===== src/rtl/rdg_pkg.sv =====
// Shared definitions for the readability grade scanner.
// Holds default sizes, fixed-point constants, controller states and the
// command/status structs that join the controller and the datapath.
`default_nettype none

package rdg_pkg;

	localparam int COUNT_BITS_DEF = 24;
	localparam int FIELD_W        = 24;
	localparam int SYL_W          = 16;
	localparam int SCORE_W        = 32;

	// Q8 fixed-point terms of the grade formula
	localparam int OFFSET_Q8 = -3991;
	localparam int A_MUL     = 9984;
	localparam int B_MUL     = 302080;
	localparam int ROUND_ADD = 50;
	localparam int SCALE     = 100;

	localparam logic [7:0] CH_DOT   = 8'h2E;
	localparam logic [7:0] CH_QUEST = 8'h3F;
	localparam logic [7:0] CH_BANG  = 8'h21;
	localparam logic [7:0] CH_E     = 8'h65;
	localparam logic [7:0] CH_Y     = 8'h79;

	typedef enum logic [2:0] {
		S_SCAN,
		S_START_A,
		S_WAIT_A,
		S_START_B,
		S_WAIT_B,
		S_SUM
	} rdg_state_t;

	typedef struct packed {
		logic scan_en;
		logic start_div;
		logic sel_b;
		logic capture_a;
		logic load_out;
		logic clear_counts;
	} rdg_cmd_t;

	typedef struct packed {
		logic fault;
		logic div_done;
	} rdg_status_t;

endpackage

`default_nettype wire


===== src/rtl/rdg_div.sv =====
// Radix-2 restoring divider, one quotient bit per cycle.
// Standalone; sizes come from the datapath.
`default_nettype none

module rdg_div #(
	parameter int NUM_W = 44,
	parameter int DEN_W = 31
) (
	input  wire logic             clk,
	input  wire logic             arst_n,
	input  wire logic             start,
	input  wire logic [NUM_W-1:0] num,
	input  wire logic [DEN_W-1:0] den,
	output logic                  done,
	output logic [NUM_W-1:0]      quot
);

	localparam int CNT_W = $clog2(NUM_W);

	logic [NUM_W-1:0] q_q;
	logic [DEN_W-1:0] rem_q;
	logic [DEN_W-1:0] den_q;
	logic [CNT_W-1:0] cnt_q;
	logic             busy_q;

	logic [DEN_W:0] trial;
	logic [DEN_W:0] diff;
	logic           take;

	assign trial = {rem_q, q_q[NUM_W-1]};
	assign diff  = trial - {1'b0, den_q};
	assign take  = (trial >= {1'b0, den_q});
	assign done  = busy_q && (cnt_q == CNT_W'(NUM_W - 1));
	assign quot  = q_q;

	always_ff @(posedge clk or negedge arst_n) begin
		if (!arst_n) begin
			busy_q <= 1'b0;
			cnt_q  <= '0;
		end else if (start) begin
			busy_q <= 1'b1;
			cnt_q  <= '0;
		end else if (busy_q) begin
			cnt_q <= cnt_q + 1'b1;
			if (done) begin
				busy_q <= 1'b0;
			end
		end
	end

	always_ff @(posedge clk) begin
		if (start) begin
			q_q   <= num;
			rem_q <= '0;
			den_q <= den;
		end else if (busy_q) begin
			q_q   <= {q_q[NUM_W-2:0], take};
			rem_q <= take ? diff[DEN_W-1:0] : trial[DEN_W-1:0];
		end
	end

endmodule

`default_nettype wire


===== src/rtl/rdg_ctrl.sv =====
// Controller state machine: byte acceptance, division sequencing, result hold.
// Depends on rdg_pkg for states and command/status structs.
`default_nettype none

module rdg_ctrl
	import rdg_pkg::*;
(
	input  wire logic         clk,
	input  wire logic         arst_n,
	input  wire logic         in_valid,
	input  wire logic         end_of_text,
	output logic              in_stall,
	output logic              out_valid,
	input  wire logic         out_stall,
	input  wire rdg_status_t  status,
	output rdg_cmd_t          cmd
);

	rdg_state_t state_q, state_n;
	logic       out_valid_q;
	logic       in_accept;

	// stall outside S_SCAN, and hold the final byte back while the previous result is still waiting
	assign in_stall  = (state_q != S_SCAN) || (end_of_text && out_valid_q);
	assign in_accept = in_valid && !in_stall;
	assign out_valid = out_valid_q;

	always_comb begin
		state_n = state_q;
		case (state_q)
			S_SCAN:    if (in_accept && end_of_text) state_n = S_START_A;
			S_START_A: state_n = status.fault ? S_SUM : S_WAIT_A;
			S_WAIT_A:  if (status.div_done) state_n = S_START_B;
			S_START_B: state_n = S_WAIT_B;
			S_WAIT_B:  if (status.div_done) state_n = S_SUM;
			S_SUM:     state_n = S_SCAN;
			default:   state_n = S_SCAN;
		endcase
	end

	always_comb begin
		cmd              = '0;
		cmd.scan_en      = in_accept;
		case (state_q)
			S_START_A: cmd.start_div = !status.fault;
			S_START_B: begin
				cmd.start_div = 1'b1;
				cmd.sel_b     = 1'b1;
				cmd.capture_a = 1'b1;
			end
			S_SUM: begin
				cmd.load_out     = 1'b1;
				cmd.clear_counts = 1'b1;
			end
			default: ;
		endcase
	end

	always_ff @(posedge clk or negedge arst_n) begin
		if (!arst_n) begin
			state_q     <= S_SCAN;
			out_valid_q <= 1'b0;
		end else begin
			state_q <= state_n;
			if (state_q == S_SUM) begin
				out_valid_q <= 1'b1;
			end else if (out_valid_q && !out_stall) begin
				out_valid_q <= 1'b0;
			end
		end
	end

endmodule

`default_nettype wire


===== src/rtl/rdg_dp.sv =====
// Datapath: token scanner, saturating counters, grade arithmetic, result registers.
// Depends on rdg_pkg and instantiates rdg_div.
`default_nettype none

module rdg_dp
	import rdg_pkg::*;
#(
	parameter int COUNT_BITS = COUNT_BITS_DEF
) (
	input  wire logic           clk,
	input  wire logic           arst_n,
	input  wire logic [7:0]     text_byte,
	input  wire logic           end_of_text,
	input  wire rdg_cmd_t       cmd,
	output rdg_status_t         status,
	output logic [SCORE_W-1:0]  grade_score,
	output logic [FIELD_W-1:0]  word_total,
	output logic [FIELD_W-1:0]  sentence_total,
	output logic [FIELD_W-1:0]  syllable_total,
	output logic                divide_fault
);

	localparam int NUM_W = COUNT_BITS + 20;
	localparam int DEN_W = COUNT_BITS + 7;
	localparam int SUM_W = (COUNT_BITS > SYL_W ? COUNT_BITS : SYL_W) + 1;
	localparam int CAP_W = COUNT_BITS > FIELD_W ? COUNT_BITS : FIELD_W;
	localparam int SC_W  = (NUM_W + 2) > (SCORE_W + 1) ? (NUM_W + 2) : (SCORE_W + 1);

	localparam logic [COUNT_BITS-1:0] COUNT_MAX = '1;
	localparam logic [SYL_W-1:0]      SYL_MAX   = '1;
	localparam logic [FIELD_W-1:0]    FIELD_MAX = '1;
	localparam logic signed [SC_W-1:0] OFF_Q8  = SC_W'(OFFSET_Q8);
	localparam logic signed [SC_W-1:0] HI_LIM  = SC_W'(2147483647);
	localparam logic signed [SC_W-1:0] LO_LIM  = -SC_W'(64'sd2147483648);

	function automatic logic is_letter(input logic [7:0] c);
		return (c >= 8'h61 && c <= 8'h7A) || (c >= 8'h41 && c <= 8'h5A);
	endfunction

	function automatic logic is_word_byte(input logic [7:0] c);
		return is_letter(c) || (c >= 8'h30 && c <= 8'h39) || c == 8'h5F || c == 8'h27;
	endfunction

	function automatic logic [7:0] fold(input logic [7:0] c);
		return (c >= 8'h41 && c <= 8'h5A) ? c + 8'd32 : c;
	endfunction

	function automatic logic is_vowel(input logic [7:0] c);
		return c == 8'h61 || c == CH_E || c == 8'h69 || c == 8'h6F || c == 8'h75
			|| c == CH_Y;
	endfunction

	function automatic logic [FIELD_W-1:0] cap(input logic [COUNT_BITS-1:0] v);
		logic [CAP_W-1:0] ext;
		ext = CAP_W'(v);
		return (ext > CAP_W'(FIELD_MAX)) ? FIELD_MAX : ext[FIELD_W-1:0];
	endfunction

	// token state
	logic             inside_q;
	logic             starts_q;
	logic [7:0]       prev_q;
	logic             slv_q;
	logic [1:0]       len_q;
	logic [SYL_W-1:0] ws_q;

	logic [COUNT_BITS-1:0] w_q, s_q, y_q;
	logic [NUM_W-1:0]      ta_q;

	logic [7:0]       f;
	logic             word, mark;
	logic             starts_n, slv_n;
	logic [1:0]       len_n;
	logic [SYL_W-1:0] ws_n;

	// state of the token being closed
	logic             close;
	logic             c_starts, c_slv;
	logic [1:0]       c_len;
	logic [7:0]       c_prev;
	logic [SYL_W-1:0] c_n;

	logic [SUM_W-1:0]      y_sum;
	logic [COUNT_BITS-1:0] w_n, s_n, y_n;

	assign f    = fold(text_byte);
	assign word = is_word_byte(text_byte);
	assign mark = text_byte == CH_DOT || text_byte == CH_QUEST || text_byte == CH_BANG;

	always_comb begin
		if (!inside_q) begin
			starts_n = is_letter(text_byte);
			len_n    = 2'd1;
			ws_n     = '0;
			slv_n    = 1'b0;
		end else begin
			starts_n = starts_q;
			ws_n     = ws_q;
			if (is_vowel(prev_q) && !is_vowel(f) && ws_q != SYL_MAX) begin
				ws_n = ws_q + 1'b1;
			end
			slv_n = is_vowel(prev_q);
			len_n = (len_q == 2'd3) ? len_q : len_q + 1'b1;
		end
	end

	always_comb begin
		close    = cmd.scan_en && (word ? end_of_text : inside_q);
		c_starts = word ? starts_n : starts_q;
		c_slv    = word ? slv_n : slv_q;
		c_len    = word ? len_n : len_q;
		c_prev   = word ? f : prev_q;
		c_n      = word ? ws_n : ws_q;
		// add a trailing vowel, or a silent-looking final e after a vowel
		if (c_prev != CH_E && is_vowel(c_prev) && c_n != SYL_MAX) begin
			c_n = c_n + 1'b1;
		end else if (c_len == 2'd3 && c_prev == CH_E && c_slv && c_n != SYL_MAX) begin
			c_n = c_n + 1'b1;
		end
		if (c_n == '0) begin
			c_n = SYL_W'(1);
		end
	end

	always_comb begin
		w_n   = w_q;
		y_n   = y_q;
		s_n   = s_q;
		y_sum = SUM_W'(y_q) + SUM_W'(c_n);
		if (close && c_starts) begin
			w_n = (w_q == COUNT_MAX) ? w_q : w_q + 1'b1;
			y_n = (y_sum > SUM_W'(COUNT_MAX)) ? COUNT_MAX : y_sum[COUNT_BITS-1:0];
		end
		if (cmd.scan_en && !word && mark && s_q != COUNT_MAX) begin
			s_n = s_q + 1'b1;
		end
	end

	always_ff @(posedge clk or negedge arst_n) begin
		if (!arst_n) begin
			inside_q <= 1'b0;
			starts_q <= 1'b0;
			prev_q   <= '0;
			slv_q    <= 1'b0;
			len_q    <= '0;
			ws_q     <= '0;
			w_q      <= '0;
			s_q      <= '0;
			y_q      <= '0;
		end else begin
			if (cmd.scan_en) begin
				if (end_of_text) begin
					inside_q <= 1'b0;
					starts_q <= 1'b0;
					prev_q   <= '0;
					slv_q    <= 1'b0;
					len_q    <= '0;
					ws_q     <= '0;
				end else if (word) begin
					inside_q <= 1'b1;
					starts_q <= starts_n;
					prev_q   <= f;
					slv_q    <= slv_n;
					len_q    <= len_n;
					ws_q     <= ws_n;
				end else begin
					inside_q <= 1'b0;
				end
			end
			if (cmd.clear_counts) begin
				w_q <= '0;
				s_q <= '0;
				y_q <= '0;
			end else begin
				w_q <= w_n;
				s_q <= s_n;
				y_q <= y_n;
			end
		end
	end

	// division operands for the two grade terms
	logic [NUM_W-1:0] div_num;
	logic [DEN_W-1:0] div_den;
	logic [NUM_W-1:0] quot;
	logic             div_done;

	always_comb begin
		if (cmd.sel_b) begin
			div_num = NUM_W'(y_q) * NUM_W'(B_MUL) + NUM_W'(w_q) * NUM_W'(ROUND_ADD);
			div_den = DEN_W'(w_q) * DEN_W'(SCALE);
		end else begin
			div_num = NUM_W'(w_q) * NUM_W'(A_MUL) + NUM_W'(s_q) * NUM_W'(ROUND_ADD);
			div_den = DEN_W'(s_q) * DEN_W'(SCALE);
		end
	end

	rdg_div #(
		.NUM_W(NUM_W),
		.DEN_W(DEN_W)
	) u_div (
		.clk   (clk),
		.arst_n(arst_n),
		.start (cmd.start_div),
		.num   (div_num),
		.den   (div_den),
		.done  (div_done),
		.quot  (quot)
	);

	assign status.fault    = (w_q == '0) || (s_q == '0);
	assign status.div_done = div_done;

	logic signed [SC_W-1:0] score;

	assign score = $signed(SC_W'(ta_q)) + $signed(SC_W'(quot)) + OFF_Q8;

	always_ff @(posedge clk) begin
		if (cmd.capture_a) begin
			ta_q <= quot;
		end
		if (cmd.load_out) begin
			word_total     <= cap(w_q);
			sentence_total <= cap(s_q);
			syllable_total <= cap(y_q);
			divide_fault   <= status.fault;
			if (status.fault) begin
				grade_score <= '0;
			end else if (score > HI_LIM) begin
				grade_score <= HI_LIM[SCORE_W-1:0];
			end else if (score < LO_LIM) begin
				grade_score <= LO_LIM[SCORE_W-1:0];
			end else begin
				grade_score <= score[SCORE_W-1:0];
			end
		end
	end

endmodule

`default_nettype wire


===== src/rtl/readability_grade_text_scanner.sv =====
// Readability grade scanner, top level: controller plus datapath.
// Depends on rdg_pkg, rdg_ctrl, rdg_dp and rdg_div.
//
// Usage:
//   Input channel (in_valid / in_stall) carries one text byte per transfer
//   with end_of_text marking the final byte. Ordinary bytes are scanned at
//   one per cycle while no division runs: words, sentence marks and
//   syllables are counted on the fly and no result is produced for them.
//   The final byte closes any open word, then two serial divisions form the
//   grade terms W/S and Y/W, one quotient bit per cycle in a shared divider.
//   The result reaches the output channel (out_valid / out_stall) through
//   the states S_START_A, S_WAIT_A, S_START_B, S_WAIT_B and S_SUM; with a zero
//   word or sentence count the divisions are skipped and S_START_A goes to S_SUM.
//   in_stall stays high while the divisions run.
//   The result sits in an output register: scanning of the next text goes
//   on while it waits, and only the next final byte is held back until the
//   receiver takes the pending result. A stalled result holds its value.
//   Reset (arst_n low) clears all counts, the open token and any pending
//   result; the block then accepts bytes at once.
`default_nettype none

module readability_grade_text_scanner
	import rdg_pkg::*;
#(
	parameter int COUNT_BITS = COUNT_BITS_DEF
) (
	input  wire logic               clk,
	input  wire logic               arst_n,
	input  wire logic               in_valid,
	output logic                    in_stall,
	input  wire logic [7:0]         text_byte,
	input  wire logic               end_of_text,
	output logic                    out_valid,
	input  wire logic               out_stall,
	output logic [SCORE_W-1:0]      grade_score,
	output logic [FIELD_W-1:0]      word_total,
	output logic [FIELD_W-1:0]      sentence_total,
	output logic [FIELD_W-1:0]      syllable_total,
	output logic                    divide_fault
);

	rdg_cmd_t    cmd;
	rdg_status_t status;

	// sequence acceptance, the two divisions and the result hold
	rdg_ctrl u_ctrl (
		.clk        (clk),
		.arst_n     (arst_n),
		.in_valid   (in_valid),
		.end_of_text(end_of_text),
		.in_stall   (in_stall),
		.out_valid  (out_valid),
		.out_stall  (out_stall),
		.status     (status),
		.cmd        (cmd)
	);

	// scan bytes, count, divide and register the result fields
	rdg_dp #(
		.COUNT_BITS(COUNT_BITS)
	) u_dp (
		.clk           (clk),
		.arst_n        (arst_n),
		.text_byte     (text_byte),
		.end_of_text   (end_of_text),
		.cmd           (cmd),
		.status        (status),
		.grade_score   (grade_score),
		.word_total    (word_total),
		.sentence_total(sentence_total),
		.syllable_total(syllable_total),
		.divide_fault  (divide_fault)
	);

endmodule

`default_nettype wire

===== config.mk =====
export PLATFORM = sky130hd
export DESIGN_NAME = readability_grade_text_scanner
export DESIGN_NICKNAME = d
export VERILOG_FILES = /design/src/rtl/rdg_pkg.sv /design/src/rtl/rdg_div.sv /design/src/rtl/rdg_ctrl.sv /design/src/rtl/rdg_dp.sv /design/src/rtl/readability_grade_text_scanner.sv
export SDC_FILE = /design/constraint.sdc
export NUM_CORES = 2
export LEC_CHECK = 0
export BUFFER_PORTS_ARGS = -buffer_cell sky130_fd_sc_hd__clkbuf_2
export CORE_MARGIN = 2
export CORE_UTILIZATION = 65
export CTS_CLUSTER_SIZE = 28
export DETAILED_ROUTE_END_ITERATION = 12
export PLACE_DENSITY = 0.89
export SYNTH_ARGS = -nofsm -noshare
export SYNTH_HDL_FRONTEND = slang
export SYNTH_SLANG_ARGS = --single-unit

===== constraint.sdc =====
create_clock -name clk -period 7.6 [get_ports clk]
set_input_delay 2.28 -clock clk [delete_from_list [all_inputs] [get_ports clk]]
set_output_delay 2.28 -clock clk [all_outputs]
set_load 0.05 [all_outputs]

==> impl_metrics.tcl <==
set metrics [dict create \
    status "finished with violations" \
    violations "negative setup slack" \
    grt_pass1_vias 28500 \
    dpl.hpwl_mm 65.0 \
    syn_nets 4470 \
    path_max_fanout 10 \
    antenna_found_initial 2 \
    firstDrtPassIters 6 \
    die_x_um 237 \
    slowest_stage "or4_4" \
    drv_slew 0 \
    drt_iter0_drc 2705 \
    tightest_slew_ns 1.16 \
    clock_path_buffers 3 \
    min_period_ns 8.40 \
    endpoint_kind "flip-flop" \
    ys_warn_count 0 \
    grt_pass1_wl_mm 142 \
    setup_viol 24 \
    finalCritPeriodShare 1.11 \
    diodes 0 \
    viasPerCell 6.21 \
    avgSynthCellArea_um2 9.17 \
    worstSetupPathType "in -> reg" \
    htree_num_levels 2 \
    grt_max_degree 96 \
    cts_made_buffers 43 \
    ioPinCount 120 \
    synth-seq-cells 365 \
    placed_area_mm2 0.0370 \
    vias 29200 \
    syn2layout_area_growth_pct 9.71 \
    die_y_um 237 \
    synthCells 3846 \
    synth_top_cell_area_share 0.189 \
    clock-root-buffer "clkbuf_16" \
    port_buffers 119 \
    rows 85 \
    worstPathRequired_ns 8.09 \
    yosysUniqueCellTypes 108 \
    dieArea_mm2 0.0562 \
    yosys.area.top_type "edfxtp_1" \
    ant_nets 0 \
    cpPeakStageDelay_ns 0.54 \
    cts_tree "done" \
    clkTransAtPathRegs_ns 0.06 \
    wl_mm 86.6 \
    clk_latency_ns 0.58 \
    synth_edf_count 222 \
    leakagePower_nw 18.1 \
    synth_seq_area_share 0.286 \
    final_area_mm2 0.0387 \
    post_drt_wl_per_cell_um 18.4 \
    fillers 3616 \
    slew_headroom 0.217 \
    cts.hold.buffers_added 0 \
    finalWorstSetupSlack_ns -0.800 \
    synth_ff_type "edfxtp_1" \
    fin_skew_ns 0.0193 \
    drv_cap 0 \
    cp_common_cell "o21ai_1" \
    clkSinkCount 365 \
    peakVddDrop_mv 0.157 \
    nets 4599 \
    start_kind "input port" \
    finalPower_mw 5.77 \
    max_freq_ghz 0.119 \
    hold_viol_final 0 \
    synthTopCellsByArea "edfxtp_1 19%, ha_1 16%, fa_1 8.4%" \
    place_congestion 0.926 \
    synth_area_mm2 0.0353 \
    drc 0 \
    grt_use_total 0.309 \
    grt_remaining_overflow 0 \
    min_path_type "reg -> reg" \
    rsz0062_at_grt "yes" \
    initial_utilization 0.657 \
    drive_gt1_frac 0.111 \
    core_area_mm2 0.0537 \
    cp.arrival_ns 8.89 \
    ys_async_sr_fraction 0.307 \
    p_per_area_mw_per_mm2 149 \
]
[flip-flops by register name, indices dropped and copies added, names as in the netlist, 29 cells and up]
signal and count:
u_dp.ta_q 44, u_dp.u_div.quot 44, u_dp.u_div.den_q 29, u_dp.u_div.rem_q 31
u_dp.grade_score 32
[area by class of cell]
class / instances / area, µm² / share of cell area
inverter: 454 / 1710 / 0.0442
sequential: 365 / 10100 / 0.261
clock inverter: 23 / 258 / 0.00666
tap: 696 / 871 / 0.0225
multi-input combinational: 2858 / 23000 / 0.594
timing repair buffer: 253 / 1620 / 0.0420
clock buffer: 56 / 1180 / 0.0304
[cell usage in the layout (no fill, tap or decap), types with 28 or more instances in the layout]
cell type,n
a21oi_1,229
ha_1,462
inv_1,450
nand4_1,43
xnor2_1,214
nand2_1,267
a31oi_1,55
o21ai_0,161
xor2_1,82
mux2i_1,36
buf_4,132
edfxtp_1,222
or3_1,28
and2_1,31
nand3_1,87
nor3_1,80
nand2b_1,38
nor2b_1,32
and3_1,39
clkbuf_16,45
or2_2,28
fa_1,147
nor2_1,251
dfrtp_1,112
dfxtp_1,31
a21o_1,81
a211oi_1,43
clkbuf_2,118
[metrics by stage]
step	setup WS, ns	cells	TNS, ns	util	hold slack, ns
5_1_grt	-1.13	4705	-25.48	0.721	0.501
3_3_place_gp	-1.22	4613	-27.29	0.690	0.460
6_report	-0.800	4705	-17.58	0.721	0.472
3_5_place_dp	-1.40	4613	-31.37	0.690	0.465
4_1_cts	-0.679	4700	-14.63	0.719	0.477
2_1_floorplan	-0.838	3846	-17.02	-	0.439
[logic make-up (layout without fill, tap and decap cells)]
kind of cell	after synthesis	in the layout	share of synthesized area
simple gates	1031	1031	0.147
buf+inv	623	786	0.0678
fa+ha+maj	611	611	0.248
xor+xnor	296	296	0.0735
mux	56	56	0.0165
compound gates	864	864	0.161
flops	365	365	0.286
[power by group]
part,switching (mW),internal [mW]
Sequential,0.0791,2.17
Combinational,0.818,0.563
Clock,0.874,1.27
[timing repair]
action / in CTS / in global routing
setup buffers: 8 / 5
pin swaps: 12 / 10
resized for setup: 18 / 11
endpoints found under the setup margin: 24 / 27
[critical path: cells and delay by family]
family	cells	cell delay, ns
and+or+nand+nor	12	2.81
AOI/OAI and AO/OA	15	2.60
adders and majority gates	2	0.52
buffers and inverters	4	0.48
xor gates and xnor gates	1	0.17
[routing by layer]
layer  global-route usage  part of all wire  vias up
met5                    0           0.00029        -
met4                0.117             0.038        4
met3               0.0472             0.077      256
met2                0.508              0.46     1185
met1                0.413              0.42    14000
li1                     -                 -    13800
[worst paths after layout]
| check | cells after the start | to | slack, ns | from |
|---|---|---|---|---|
| worst max-delay path | 34 | u_dp.y_q[10] | -0.80 | text_byte[1] |
| worst min-delay path | 2 | u_dp.prev_q[5] | 0.47 | u_dp.prev_q[5] |
| worst max register to register | 27 | u_dp.u_div.quot[31] | 0.37 | u_dp.w_q[0] |
| worst min register to register | 2 | u_dp.prev_q[5] | 0.47 | u_dp.prev_q[5] |
| max in group asynchronous | 2 | u_dp.y_q[5] | 4.49 | arst_n |
| min in group asynchronous | 1 | u_dp.y_q[18] | 1.86 | arst_n |
[cells in the mapped netlist, types with 17 or more instances]
library cell / n
ha_1: 463
inv_1: 452
nand2_1: 267
nor2_1: 252
a21oi_1: 232
edfxtp_1: 222
xnor2_1: 214
o21ai_0: 166
clkbuf_1: 148
fa_1: 148
dfrtp_1: 112
nand3_1: 88
nor3_1: 82
xor2_1: 82
a21o_1: 81
a31oi_1: 55
a211oi_1: 43
nand4_1: 43
and3_1: 40
mux2i_1: 39
nand2b_1: 38
and2_1: 32
nor2b_1: 32
dfxtp_1: 31
or2_2: 29
or3_1: 29
o21a_1: 27
o31ai_1: 22
o21bai_1: 21
nor4_1: 20
o211ai_1: 20
a22o_1: 18
mux2_2: 17
(Power assumes the default switching activity.)
